$ cat src/rtl/dpbp_pkg.sv
package dpbp_pkg;

	localparam int unsigned MAX_ROW_WIDTH = 4096;
	localparam int unsigned QDEPTH        = 4;
	localparam int unsigned QPTR_W        = $clog2(QDEPTH);
	localparam int unsigned QCNT_W        = $clog2(QDEPTH + 1);

	typedef enum logic [1:0] {
		REG_BYTES_PER_SAMPLE = 2'd0,
		REG_SAMPLE_BITS      = 2'd1,
		REG_ROW_WIDTH        = 2'd2,
		REG_PREDICTOR_ENABLE = 2'd3
	} dpbp_reg_t;

	typedef struct packed {
		logic [31:0] sample;
		logic        plane_end;
	} dpbp_in_t;

	typedef struct packed {
		logic [7:0] packed_byte;
		logic       last_byte;
		logic       stream_end;
	} dpbp_out_t;

	typedef struct packed {
		logic [2:0]  bytes_per_sample;
		logic [5:0]  sample_bits;
		logic [12:0] row_width;
		logic        predictor_enable;
	} dpbp_cfg_t;

	// One classified sample: value already differenced (when the predictor applies) and masked to nbits.
	typedef struct packed {
		logic [31:0] value;
		logic [5:0]  nbits;
		logic        flush;
	} dpbp_work_t;

	typedef struct packed {
		logic full;
		logic nonempty;
	} dpbp_qstat_t;

endpackage

$ cat src/rtl/dpbp_front.sv
module dpbp_front import dpbp_pkg::*; (
	input  logic       clk,
	input  logic       arst_n,
	input  logic       push,
	input  dpbp_in_t   item,
	input  logic       q_full,
	output logic       q_push,
	output dpbp_work_t q_data,
	input  logic       cfg_valid,
	output logic       cfg_ready,
	input  logic [1:0] cfg_index,
	input  logic [12:0] cfg_data
);

	dpbp_cfg_t   cfg_q;
	logic [31:0] prev_q;
	logic [11:0] col_q;

	logic [5:0]  cbits;
	logic [31:0] cmask;
	logic [31:0] sample_m;
	logic [5:0]  nb;
	logic [12:0] effw;
	logic [11:0] col_cur;
	logic [11:0] col_inc;
	logic [11:0] col_nxt;
	logic [31:0] diff;
	logic [31:0] v;
	logic [31:0] vmask;
	logic        accept;

	assign cfg_ready = 1'b1;
	assign accept    = push && !q_full;

	always_comb begin
		case (cfg_q.bytes_per_sample) inside
			3'd0, 3'd1: begin
				cbits = 6'd8;
				cmask = 32'h0000_00FF;
			end
			3'd2: begin
				cbits = 6'd16;
				cmask = 32'h0000_FFFF;
			end
			default: begin
				cbits = 6'd32;
				cmask = 32'hFFFF_FFFF;
			end
		endcase

		if (cfg_q.sample_bits == 6'd0) begin
			nb = 6'd1;
		end else if (cfg_q.sample_bits > cbits) begin
			nb = cbits;
		end else begin
			nb = cfg_q.sample_bits;
		end

		if (cfg_q.row_width == 13'd0) begin
			effw = 13'd1;
		end else if (cfg_q.row_width > 13'(MAX_ROW_WIDTH)) begin
			effw = 13'(MAX_ROW_WIDTH);
		end else begin
			effw = cfg_q.row_width;
		end

		sample_m = item.sample & cmask;
		col_cur  = ({1'b0, col_q} >= effw) ? 12'd0 : col_q;
		col_inc  = col_cur + 12'd1;
		col_nxt  = ({1'b0, col_inc} >= effw) ? 12'd0 : col_inc;
		diff     = (sample_m - prev_q) & cmask;
		v        = (cfg_q.predictor_enable && col_cur != 12'd0) ? diff : sample_m;
		vmask    = 32'hFFFF_FFFF >> (6'd32 - nb);

		q_data.value = v & vmask;
		q_data.nbits = nb;
		q_data.flush = item.plane_end;
		q_push       = accept;
	end

	always_ff @(posedge clk or negedge arst_n) begin
		if (!arst_n) begin
			cfg_q.bytes_per_sample <= 3'd1;
			cfg_q.sample_bits      <= 6'd8;
			cfg_q.row_width        <= 13'd1;
			cfg_q.predictor_enable <= 1'b0;
			prev_q                 <= '0;
			col_q                  <= '0;
		end else begin
			if (cfg_valid) begin
				unique case (dpbp_reg_t'(cfg_index))
					REG_BYTES_PER_SAMPLE: cfg_q.bytes_per_sample <= cfg_data[2:0];
					REG_SAMPLE_BITS:      cfg_q.sample_bits      <= cfg_data[5:0];
					REG_ROW_WIDTH:        cfg_q.row_width        <= cfg_data;
					REG_PREDICTOR_ENABLE: cfg_q.predictor_enable <= cfg_data[0];
					default: ;
				endcase
			end
			if (accept) begin
				if (item.plane_end) begin
					prev_q <= '0;
					col_q  <= '0;
				end else begin
					prev_q <= sample_m;
					col_q  <= col_nxt;
				end
			end
		end
	end

endmodule

$ cat src/rtl/dpbp_queue.sv
module dpbp_queue import dpbp_pkg::*; (
	input  logic        clk,
	input  logic        arst_n,
	input  logic        wr_en,
	input  dpbp_work_t  wr_data,
	input  logic        rd_en,
	output dpbp_work_t  rd_data,
	output dpbp_qstat_t stat
);

	dpbp_work_t        slot_q [QDEPTH];
	logic [QPTR_W-1:0] wr_ptr_q;
	logic [QPTR_W-1:0] rd_ptr_q;
	logic [QCNT_W-1:0] cnt_q;
	logic              do_wr;
	logic              do_rd;

	assign stat.full     = (cnt_q == QCNT_W'(QDEPTH));
	assign stat.nonempty = (cnt_q != '0);
	assign do_wr         = wr_en && !stat.full;
	assign do_rd         = rd_en && stat.nonempty;
	assign rd_data       = slot_q[rd_ptr_q];

	always_ff @(posedge clk or negedge arst_n) begin
		if (!arst_n) begin
			wr_ptr_q <= '0;
			rd_ptr_q <= '0;
			cnt_q    <= '0;
		end else begin
			if (do_wr) begin
				wr_ptr_q <= (wr_ptr_q == QPTR_W'(QDEPTH - 1)) ? '0 : wr_ptr_q + 1'b1;
			end
			if (do_rd) begin
				rd_ptr_q <= (rd_ptr_q == QPTR_W'(QDEPTH - 1)) ? '0 : rd_ptr_q + 1'b1;
			end
			if (do_wr && !do_rd) begin
				cnt_q <= cnt_q + 1'b1;
			end else if (do_rd && !do_wr) begin
				cnt_q <= cnt_q - 1'b1;
			end
		end
	end

	always_ff @(posedge clk) begin
		if (do_wr) begin
			slot_q[wr_ptr_q] <= wr_data;
		end
	end

`ifndef SYNTHESIS
	a_cnt_bound: assert property (@(posedge clk) disable iff (!arst_n)
		cnt_q <= QCNT_W'(QDEPTH))
		else $error("queue count above depth");

	a_cnt_track: assert property (@(posedge clk) disable iff (!arst_n)
		(do_wr && !do_rd) |=> cnt_q == $past(cnt_q) + 1'b1)
		else $error("queue count missed a write");

	a_ptr_gap: assert property (@(posedge clk) disable iff (!arst_n)
		(cnt_q == '0 || cnt_q == QCNT_W'(QDEPTH)) |-> wr_ptr_q == rd_ptr_q)
		else $error("queue pointers disagree with count");
`endif

endmodule

$ cat src/rtl/dpbp_back.sv
module dpbp_back import dpbp_pkg::*; (
	input  logic       clk,
	input  logic       arst_n,
	input  logic       q_nonempty,
	input  dpbp_work_t q_data,
	output logic       q_pop,
	output logic       empty,
	input  logic       pop,
	output dpbp_out_t  result
);

	logic        act_q;
	logic [39:0] win_q;
	logic [5:0]  cnt_q;
	logic        end_q;
	logic [7:0]  partial_q;
	logic [2:0]  bp_q;
	logic        ovalid_q;
	dpbp_out_t   obuf_q;

	logic        out_space;
	logic        is_full;
	logic        need_emit;
	logic        stepping;
	logic        done;
	logic        finish;
	logic        emit_go;
	logic [5:0]  rem;
	logic [7:0]  part_nxt;
	logic [2:0]  bp_nxt;
	logic [7:0]  part_src;
	logic [2:0]  bp_src;
	logic [31:0] v_left;
	logic [39:0] win_load;
	logic        load;

	assign empty     = !ovalid_q;
	assign result    = obuf_q;
	assign out_space = !ovalid_q || pop;

	always_comb begin
		is_full   = (cnt_q >= 6'd8);
		rem       = is_full ? (cnt_q - 6'd8) : 6'd0;
		need_emit = is_full || (end_q && cnt_q != 6'd0);
		stepping  = act_q && (!need_emit || out_space);
		done      = is_full ? (rem < 6'd8 && !(end_q && rem != 6'd0)) : 1'b1;
		finish    = stepping && done;
		emit_go   = stepping && need_emit;

		if (end_q) begin
			part_nxt = 8'd0;
			bp_nxt   = 3'd0;
		end else if (is_full) begin
			part_nxt = win_q[31:24];
			bp_nxt   = rem[2:0];
		end else begin
			part_nxt = win_q[39:32];
			bp_nxt   = cnt_q[2:0];
		end

		part_src = finish ? part_nxt : partial_q;
		bp_src   = finish ? bp_nxt : bp_q;
		load     = q_nonempty && (!act_q || finish);
		q_pop    = load;

		// left-align the sample bits, then append behind the pending bits
		v_left   = q_data.value << (5'(6'd32 - q_data.nbits));
		win_load = {part_src, 32'd0} | ({v_left, 8'd0} >> bp_src);
	end

	always_ff @(posedge clk or negedge arst_n) begin
		if (!arst_n) begin
			act_q     <= 1'b0;
			cnt_q     <= '0;
			end_q     <= 1'b0;
			partial_q <= '0;
			bp_q      <= '0;
			ovalid_q  <= 1'b0;
		end else begin
			if (finish) begin
				partial_q <= part_nxt;
				bp_q      <= bp_nxt;
			end
			if (load) begin
				act_q <= 1'b1;
				cnt_q <= {3'd0, bp_src} + q_data.nbits;
				end_q <= q_data.flush;
			end else if (finish) begin
				act_q <= 1'b0;
			end else if (emit_go) begin
				cnt_q <= rem;
			end
			if (emit_go) begin
				ovalid_q <= 1'b1;
			end else if (pop) begin
				ovalid_q <= 1'b0;
			end
		end
	end

	always_ff @(posedge clk) begin
		if (load) begin
			win_q <= win_load;
		end else if (emit_go) begin
			win_q <= {win_q[31:0], 8'd0};
		end
		if (emit_go) begin
			obuf_q.packed_byte <= win_q[39:32];
			obuf_q.last_byte   <= done;
			obuf_q.stream_end  <= done && end_q;
		end
	end

`ifndef SYNTHESIS
	a_cnt_range: assert property (@(posedge clk) disable iff (!arst_n)
		act_q |-> cnt_q <= 6'd39)
		else $error("bit count out of range");

	a_pad_clean: assert property (@(posedge clk) disable iff (!arst_n)
		(partial_q & (8'hFF >> bp_q)) == 8'd0)
		else $error("partial byte holds bits past its fill point");

	a_flush_clears: assert property (@(posedge clk) disable iff (!arst_n)
		(finish && end_q) |=> (bp_q == 3'd0 && partial_q == 8'd0))
		else $error("plane end left pending bits");

	a_end_is_last: assert property (@(posedge clk) disable iff (!arst_n)
		(emit_go && done && end_q) |=> (obuf_q.last_byte && obuf_q.stream_end))
		else $error("plane end byte not marked");
`endif

endmodule

$ cat src/rtl/diff_predict_bit_packer_unit.sv
// Horizontal-difference predictor with MSB-first bit packer. Push one sample per
// transfer; packed bytes come out in order on the result side, one byte per cycle
// while pop is held. The front classifies each sample (difference, mask, bit
// count) and writes it into a four-entry queue; the packer drains the queue one
// output byte per cycle while pop is held, and loads the next item only as it
// finishes the current one (up to five bytes per item, four on average
// for 32-bit samples). Write the register file via cfg_valid/cfg_ready only while
// the block is idle; the block does not enforce this. cfg_ready is always high.
module diff_predict_bit_packer_unit import dpbp_pkg::*; (
	input  logic        clk,
	input  logic        arst_n,
	input  logic        push,
	output logic        full,
	input  dpbp_in_t    item,
	output logic        empty,
	input  logic        pop,
	output dpbp_out_t   result,
	input  logic        cfg_valid,
	output logic        cfg_ready,
	input  logic [1:0]  cfg_index,
	input  logic [12:0] cfg_data
);

	logic        q_push;
	logic        q_pop;
	dpbp_work_t  q_wdata;
	dpbp_work_t  q_rdata;
	dpbp_qstat_t q_stat;

	assign full = q_stat.full;

	dpbp_front u_front (
		.clk       (clk),
		.arst_n    (arst_n),
		.push      (push),
		.item      (item),
		.q_full    (q_stat.full),
		.q_push    (q_push),
		.q_data    (q_wdata),
		.cfg_valid (cfg_valid),
		.cfg_ready (cfg_ready),
		.cfg_index (cfg_index),
		.cfg_data  (cfg_data)
	);

	dpbp_queue u_queue (
		.clk     (clk),
		.arst_n  (arst_n),
		.wr_en   (q_push),
		.wr_data (q_wdata),
		.rd_en   (q_pop),
		.rd_data (q_rdata),
		.stat    (q_stat)
	);

	dpbp_back u_back (
		.clk        (clk),
		.arst_n     (arst_n),
		.q_nonempty (q_stat.nonempty),
		.q_data     (q_rdata),
		.q_pop      (q_pop),
		.empty      (empty),
		.pop        (pop),
		.result     (result)
	);

endmodule

$ cat config.mk
export PLATFORM = sky130hd
export DESIGN_NAME = diff_predict_bit_packer_unit
export DESIGN_NICKNAME = d
export VERILOG_FILES = /design/src/rtl/dpbp_pkg.sv /design/src/rtl/dpbp_front.sv /design/src/rtl/dpbp_queue.sv /design/src/rtl/dpbp_back.sv /design/src/rtl/diff_predict_bit_packer_unit.sv
export SDC_FILE = /design/constraint.sdc
export NUM_CORES = 1
export LEC_CHECK = 0
export BUFFER_PORTS_ARGS = -buffer_cell sky130_fd_sc_hd__buf_2
export CORE_MARGIN = 1
export CORE_UTILIZATION = 55
export CTS_CLUSTER_SIZE = 12
export DETAILED_ROUTE_END_ITERATION = 8
export PLACE_DENSITY = 0.72
export SYNTH_ARGS = -nofsm -noshare
export SYNTH_HDL_FRONTEND = slang
export SYNTH_SLANG_ARGS = --single-unit
$ cat constraint.sdc
create_clock -name clk -period 6.7 [get_ports clk]
set_input_delay 0 -clock clk [delete_from_list [all_inputs] [get_ports clk]]
set_output_delay 0 -clock clk [all_outputs]
set_load 0.05 [all_outputs]
Word level (Yosys, flattened, before mapping). Memories as Yosys holds them, arrays and structs flattened. Index checks and enable logic that the tools add are counted.

Word-level logic and storage cells: 131. RAM bits: 156. Memories kept: 1. Register bits after elaboration: 144. Output and inout port bits: 13.

Memory list: u_queue.slot_q (depth 4, bits a word 39, rd ports 1, clocked after memory_dff 0, write ports 1, line dpbp_queue.sv:11) `dpbp_work_t slot_q [QDEPTH];`.

Muxes and demuxes: 36. Bitwise operators: 4. Magnitude comparators: 6. Shifts and indexed selects: 3. Reduce and logical (&&, ||, !) cells: 43. $add $sub $neg: 10. Equality and inequality tests: 9.

Operators by type and width (number): $mux W32 (4); $and A32 B32 Y32 (3); $mux W40 (2); $mux W6 (8); $or A40 B40 Y40 (1); $shr A40 B3 Y40 (1); $mux W12 (3); $shl A32 B5 Y32 (1); $shr A32 B6 Y32 const A (1); $sub A32 B32 Y32 (1); $ge A12 B13 Y1 (2); $mux W13 (2); $mux W8 (3); $mux W3 (5); $logic_and A1 B1 Y1 (14); $gt A13 B13 Y1 const B (1); $logic_not A13 Y1 (1); $add A12 B1 Y12 const B (1); $reduce_bool A12 Y1 (1); $reduce_bool A6 Y1 (2); $reduce_and A2 Y1 (5); $eq A2 B2 Y1 const B (4); $reduce_bool A2 Y1 (4); $logic_not A1 Y1 (7); other kinds (23) (34).

Depth between registers and ports, before layout. Gate-level depths: netlist of run 1.

Depth after elaboration: 14. Gate-level depth with buffers: 31. Depth with buffers taken out: 30.

By module. A second synthesis of run 1 with hierarchy kept.

Cell total of the unflattened synthesis: 1654. Area, all modules: 18579.1 µm².

Modules (own cells, without submodules): dpbp_front (area each 6486.2 µm², instances 1, cells each 779); dpbp_queue (area each 6137.1 µm², instances 1, cells each 241); dpbp_back (area each 5955.7 µm², instances 1, cells each 634).

Least setup slack after synthesis of run 1. Ideal clock, no wire load.

Path kind: flip-flop to flip-flop. Start: register u_front.cfg_q[6] (netlist bit). End: register u_front.col_q[2]. Path slack: 1465 ps. Arrival time: 5113 ps. Stages on the path, launching flop included: 32. Period minus slack after synthesis: 5235 ps. Path through: dfrtp_1 -> nor4_1 -> a31oi_1 -> nor2_1 -> ha_1 -> nand2b_1 -> a21o_1 -> a21o_1 -> a21o_1 -> a21oi_1 -> o31ai_1 -> a21oi_1 -> nor2_1 -> clkbuf_1 -> nor2_1 -> ha_1 -> nand3_1 -> nor2_1 -> nand2_1 -> xor2_1 -> nor2_1 -> ha_1 -> a21o_1 -> a21o_1 -> a21o_1 -> a21o_1 -> a21oi_1 -> o21ai_0 -> a21oi_1 -> o21ai_0 -> clkinv_1 -> a32o_1.

Longest elaborated chain between the ends: 9. Elaborated cells on any way between the ends: 10. Those cells by class: 1 x add/sub; 3 x order compare; 5 x mux; 1 x reduce/logical.

Ends and longest elaborated chain: start: declaration (line dpbp_front.sv:15) `dpbp_cfg_t cfg_q;`; $gt A13 B13 Y1 (line dpbp_front.sv:61) `end else if (cfg_q.row_width > 13'(MAX_ROW_WIDTH)) begin`; $mux W13 (line dpbp_front.sv:61); $mux W13 * (line dpbp_front.sv:59) `if (cfg_q.row_width == 13'd0) begin`; $ge A12 B13 Y1 (line dpbp_front.sv:68) `col_cur = ({1'b0, col_q} >= effw) ? 12'd0 : col_q;`; $mux W12 (line dpbp_front.sv:68); $add A12 B1 Y12 (line dpbp_front.sv:69) `col_inc = col_cur + 12'd1;`; $ge A12 B13 Y1 (line dpbp_front.sv:70) `col_nxt = ({1'b0, col_inc} >= effw) ? 12'd0 : col_inc;`; $mux W12 * (line dpbp_front.sv:70); $mux W12 * (line dpbp_front.sv:100) `if (item.plane_end) begin`; end signal: assignment (line dpbp_front.sv:105) `col_q <= col_nxt;`; end: declaration (line dpbp_front.sv:17) `logic [11:0] col_q;`.

Every way passes the cells marked *; elsewhere a longest branch is shown, timed or not. A chain may end at the register's enable or synchronous reset.

==> impl_metrics.yaml, run 1 <==
routing:
  antenna_left: 0
  drtIter0Drc: 1036
  num_vias: 12840
  drc_errors: 0
  drtPass1Iterations: 7
  wl_per_cell_um: 20.00
  via_per_inst: 6.172
  wl_mm: 41.62
placed_design:
  routabilityCongestion: 0.9294
  port_buffers: 64
  dpl.hpwl_mm: 28.97
global_route:
  antenna_found_initial: 0
  grt_max_degree: 60
  grtUsageMet1_pct: 34.77
  grt_pass1_wl_mm: 67.25
  grt_overflow_total: 0
  track_usage_pct: 25.70
  use_met2_pct: 43.18
  use_met3_pct: 3.024
  gr-max-usage-layer: "met2"
  grt_pass1_vias: 12720
synthesis:
  ys_seq_area_share_pct: 48.29
  syn-instance-count: 1564
  synth_top_cell_by_area: "edfxtp_1"
  synth_commonest_cells: "edfxtp_1, nand2_1, nor2_1"
  ys_warn_count: 0
  syn_nets: 1695
  ys.flop_type: "edfxtp_1"
  synth_edf_count: 205
  async_flop_share_pct: 31.44
  synth.distinct_cells: 88
  avgSynthCellArea_um2: 11.27
  synth.top_cell.area_share_pct: 34.93
  yosys-top-cells-area: "edfxtp_1, dfrtp_1, mux4_2"
  synth_seq_cells: 299
  synth.most_common_cell: "edfxtp_1"
  syn_area_um2: 17630
timing:
  tns_ns: 0
  final-hold-violation-count: 0
  setup_viol: 0
  fin_skew_ns: 0.01712
  relSlewSlack_pct: 26.40
  drv_slew: 0
  fin_crit_ns: 6.043
  holdWs_ns: 0.02278
  fmax_ghz: 0.1655
  tightest_slew_ns: 1.076
  finalCritPeriodShare_pct: 90.20
  rsz0062_at_grt: "false"
clock_network:
  root_buffer: "clkbuf_16"
  clock-sinks: 299
  path_clk_slew_ns: 0.06
  cts_buffers: 35
  cts_buffer_depth: 3
  clock_latency_ns: 0.53
  cts_tree: "built"
  cts_max_level: 2
floorplan:
  core_um2: 31560
  initial_utilization_pct: 55.86
  die_x_um: 181.0
  fp.dieH_um: 181.0
  io-pin-count: 66
  dieArea_um2: 32770
  rows: 65
layout:
  final_nets: 1785
  area_delta_synth_final_pct: 12.91
  fill_cells: 2441
  final_layout_size_suffix_gt1_share_pct: 16.86
  antenna_cells: 0
status:
  status: "finished clean"
worst_setup_path:
  startpoint_type: "flip-flop"
  crit_required_ns: 6.88
  path_class: "flip-flop to flip-flop"
  path_max_fanout: 25
  endpoint_kind: "flip-flop"
  r2r_cells: 23
  arrival_ns: 6.22
job:
  cap_violations: 0
min_path:
  hold_depth: 5
  hp-class: "input port to flip-flop"
==> timing repair <==
item | 4_1_cts | 5_1_grt
gates resized for setup | 0 | 1
endpoints found under the hold margin | 126 | 0
setup buffers | 0 | 0
hold buffers | 53 | 0
setup endpoints to repair | 0 | 1
==> state kept, by name, indices dropped and copies added, names as in the netlist, 2 cells and up <==
| name | count |
|---|---|
| u_queue.wr_ptr_q | 2 |
| u_back.bp_q | 3 |
| u_front.col_q | 12 |
| u_back.win_q | 39 |
| u_queue.rd_ptr_q | 2 |
| u_back.cnt_q | 6 |
| u_back.partial_q | 8 |
| u_back.result | 10 |
| u_front.prev_q | 32 |
| u_queue.cnt_q | 3 |
| u_queue.slot_q | 156 |
| u_front.cfg_q | 23 |
==> per-stage QoR <==
stage | utilization [%] | instance area, um^2 | setup slack [ns] | instances
final | 63.07 | 19900 | 0.6569 | 2081
after global placement | 57.76 | 18230 | 0.7848 | 1966
after global routing | 63.07 | 19900 | 0.1894 | 2081
after floorplan | - | 17630 | 1.465 | 1564
after CTS | 63.07 | 19900 | 0.4932 | 2081
after detailed placement | 57.76 | 18230 | 0.5881 | 1966
==> worst paths after layout <==
path	startpoint	end	slack [ns]
min	push	u_front.prev_q[1]$_DFFE_PN0P_	0.02
min in group asynchronous	arst_n	u_back.cnt_q[2]$_DFFE_PN0P_	0.05
max	u_front.cfg_q[6]$_DFFE_PN0P_	u_queue.slot_q[2][14]$_DFFE_PP_	0.66
max reg2reg	u_front.cfg_q[6]$_DFFE_PN0P_	u_queue.slot_q[2][14]$_DFFE_PP_	0.66
min reg2reg	u_back.win_q[39]$_DFFE_PP_	u_back.result[9]$_DFFE_PP_	0.45
max in group asynchronous	arst_n	u_front.prev_q[4]$_DFFE_PN0P_	5.46
==> critical path, cell delays in order (launching register included) <==
cell and delay, ns:
dfrtp_1 0.40, nor4_1 0.36, a31oi_1 0.14, nor2_1 0.19, ha_1 0.26, nand2b_1 0.14
a21o_1 0.17, a21o_1 0.16, a21o_1 0.16, a21oi_1 0.16, o31ai_1 0.15, a21oi_1 0.22
nor2_1 0.06, buf_4 0.19, nor2_1 0.22, inv_1 0.07, ha_1 0.26, nor4b_1 0.16
nand3_1 0.10, nand3_1 0.11, a41oi_4 0.66, buf_4 0.36, nor2_1 0.06, a2111oi_0 0.91
==> metal layers <==
metal	wire length, um	vias up
met1	18550	6276
met5	0	-
met3	2014	96
li1	-	6049
met2	19790	422
met4	1270	0
==> cells by family (layout without fill, tap and decap cells) <==
group           after synthesis  in the layout  share of synthesized area, %
simple gates                444            444                         11.85
compound gates              369            369                         13.86
flops                       299            299                         48.29
mux                         170            170                         13.89
buf+inv                     154            269                         3.833
fa+ha+maj                    78             78                         5.665
xor+xnor                     49             49                         2.584
other cells                   1              1                       0.02128
==> layout make-up <==
class / count / area [um^2] / share of cell area, %
repair buffers: 136 / 996.0 / 5.005
inverters: 71 / 266.5 / 1.339
clock inverters: 13 / 163.9 / 0.8236
clock buffers: 49 / 979.7 / 4.923
multi-input cells: 1111 / 8478 / 42.60
well taps: 402 / 503.0 / 2.528
flip-flops and latches: 299 / 8513 / 42.78
==> cell usage in the layout, fill, tap and decap left out, types with 22 or more instances in the layout <==
cell type,instances
o21ai_0,91
nor3_1,35
nand3_1,40
xnor2_1,25
mux4_2,52
nor2_1,113
nor2b_1,33
a21o_1,29
dfrtp_1,90
mux2i_1,48
edfxtp_1,205
clkbuf_16,36
buf_2,63
mux2_2,64
inv_1,68
xor2_1,22
dlygate4sd3_1,53
nand2_1,142
a21oi_1,67
ha_1,75
Power of run 1 is not shown: default switching activity piles up to over one toggle a cycle in this logic, so the estimate is an artifact.
==> inputs of run 2 (changes only) <==
ABC_AREA = 1   (was not set)
==> run 2 against run 1 <==
Design area increased by 6.6%. Maximum frequency is 17% higher. Via count up 32%. Clock skew rose by 0.0052 ns. Die area is 8.9% higher. Highest routed layer unchanged.
==> impl_metrics.yaml, run 2 <==
status:
  status: "finished clean"
min_path:
  hold_depth: 5
  min_to: "u_front.col_q[5]$_DFFE_PN0P_"
  min-delay-start: "push"
  hp-class: "input port to flip-flop"
clock_network:
  clock-sinks: 299
  root_buffer: "clkbuf_16"
  cts_max_level: 2
  cts_buffer_depth: 3
  path_clk_slew_ns: 0.06
  clock_latency_ns: 0.53
  cts_buffers: 34
  cts_tree: "built"
worst_setup_path:
  path_class: "flip-flop to flip-flop"
  timing.rr.end: "u_front.col_q[7]$_DFFE_PN0P_"
  slowest_stage: "nor3_2"
  endpoint_kind: "flip-flop"
  max_stage_delay_ns: 0.41
  arrival_ns: 5.53
  path_common_cell: "nand2_1"
  startpoint_type: "flip-flop"
  r2r_slack_ns: 1.54
  r2r_cells: 26
  crit_required_ns: 7.07
  path_max_fanout: 16
  r2r-start: "u_front.cfg_q[2]$_DFFE_PN0P_"
synthesis:
  synth_commonest_cells: "nand2_1, nand3_1, edfxtp_1"
  synth.distinct_cells: 60
  synth.most_common_cell: "nand2_1"
  syn_nets: 2538
  synth.top_cell.area_share_pct: 32.04
  avgSynthCellArea_um2: 7.982
  synth_top_cell_by_area: "edfxtp_1"
  ys_seq_area_share_pct: 44.30
  syn_area_um2: 19210
  ys.flop_type: "edfxtp_1"
  async_flop_share_pct: 31.44
  syn-instance-count: 2407
  yosys-top-cells-area: "edfxtp_1, nand2_1, dfrtp_1"
  synth_edf_count: 205
  ys_warn_count: 0
  synth_seq_cells: 299
layout:
  final_cell_mix: "nand2_1, nand3_1, edfxtp_1"
  final_area_um2: 21220
  antenna_cells: 0
  regMostFlops: "u_queue.slot_q"
  layout_commonest_cell: "nand2_1"
  largest_register_ffs: 156
  largestRegisters: "u_queue.slot_q (156), u_back.win_q (39), u_front.prev_q (32)"
  multiInputGateArea_um2: 9279
  final_core_util_pct: 61.57
  fill_cells: 3045
  seqCellArea_um2: 8513
  final_nets: 2598
  final_layout_size_suffix_gt1_share_pct: 9.310
  area_delta_synth_final_pct: 10.43
timing:
  final-hold-violation-count: 0
  drv_slew: 0
  finalCritPeriodShare_pct: 77.03
  rsz0062_at_grt: "false"
  fmax_ghz: 0.1937
  setup_viol: 0
  fin_crit_ns: 5.161
  tns_ns: 0
  tightest_slew_ns: 1.054
  fin_skew_ns: 0.02234
  relSlewSlack_pct: 29.63
routing:
  wl_per_cell_um: 17.27
  drtPass1Iterations: 6
  num_vias: 16980
  drc_errors: 0
  via_per_inst: 5.761
  wl_mm: 50.90
  drtIter0Drc: 1786
  antenna_left: 0
global_route:
  grt_overflow_total: 0
  antenna_found_initial: 0
  grt_pass1_vias: 16280
  track_usage_pct: 28.98
  grt_pass1_wl_mm: 82.98
  grt_max_degree: 85
floorplan:
  dieArea_um2: 35680
  core_um2: 34460
  io-pin-count: 66
  fp.dieH_um: 188.9
  rows: 68
  initial_utilization_pct: 55.76
  die_x_um: 188.9
placed_design:
  port_buffers: 64
  dpl.hpwl_mm: 35.59
  routabilityCongestion: 0.9598
  placement.cell_area_um2: 19600
job:
  cap_violations: 0
==> run 2: cell types whose count changed after synthesis, moves of 35 or more <==
cell / change
mux4_2: -52
nand3_1: +379
nand4_1: +35
inv_1: +117
nand2_1: +532
mux2_2: -57
mux2i_1: -50
==> run 2: layer usage <==
metal,part of all wire [%],vias to the layer above,track usage [%],routed length [um]
li1,-,8331,-,-
met4,2.6,0,8.561,1300
met2,48,520,48.33,24200
met3,6.0,87,3.355,3038
met5,0,-,0,0
met1,44,8040,39.78,22360
==> run 2: cells by family after synthesis <==
group / after synthesis / synth area share [%]
other cells: 1 / 0.01952
buf+inv: 319 / 7.581
compound gates: 319 / 9.853
mux: 7 / 0.4103
flops: 299 / 44.30
fa+ha+maj: 78 / 5.197
simple gates: 1352 / 31.14
xor+xnor: 32 / 1.498
==> run 2: how the worst max path moves through the flow <==
stage                                            start                             to  slack (ns)  cells after the start
after floorplan           u_front.cfg_q[6]$_DFFE_PN0P_  u_front.col_q[10]$_DFFE_PN0P_        2.31                     30
after global placement    u_front.cfg_q[2]$_DFFE_PN0P_   u_front.col_q[7]$_DFFE_PN0P_        1.59                     26
after global routing      u_front.cfg_q[2]$_DFFE_PN0P_   u_front.col_q[4]$_DFFE_PN0P_        0.88                     28
after detailed placement  u_front.cfg_q[2]$_DFFE_PN0P_   u_front.col_q[7]$_DFFE_PN0P_        1.49                     26
final                     u_front.cfg_q[2]$_DFFE_PN0P_   u_front.col_q[7]$_DFFE_PN0P_        1.54                     26
after CTS                 u_front.cfg_q[2]$_DFFE_PN0P_   u_front.col_q[7]$_DFFE_PN0P_        1.48                     26
==> run 2: layout make-up <==
| cell class | count | area share (%) |
|---|---|---|
| Timing Repair Buffer | 136 | 4.765 |
| Tap cell | 455 | 2.683 |
| Inverter | 207 | 3.698 |
| Sequential cell | 299 | 40.13 |
| Multi-Input combinational cell | 1789 | 43.74 |
| Clock inverter | 12 | 0.5190 |
| Clock buffer | 49 | 4.470 |
==> run 2: repair_timing <==
item | in CTS | in global routing
setup endpoints to repair | 0 | 0
hold endpoints to repair | 115 | 0
resized for setup | 0 | 0
hold buffers | 55 | 0
setup buffers | 0 | 0
==> run 2: metrics by stage <==
stage / std cells / hold slack [ns] / worst slack (ns)
global route: 2947 / 0.2123 / 0.8765
finish: 2947 / 0.2029 / 1.539
global placement: 2831 / -0.01208 / 1.585
floorplan: 2407 / -0.2956 / 2.312
CTS: 2947 / 0.1821 / 1.485
detailed placement: 2831 / 0.002418 / 1.494
==> run 2: critical path, delay by kind of cell, from the launching register on <==
kind | cells | cell delay [ns]
and+or+nand+nor | 13 | 2.35
AOI/OAI and AO/OA | 6 | 0.91
adders and majority gates | 3 | 0.81
DFF | 1 | 0.39
buffers and inverters | 3 | 0.35
xor gates and xnor gates | 1 | 0.18
Power of run 2 is left out for the same reason.
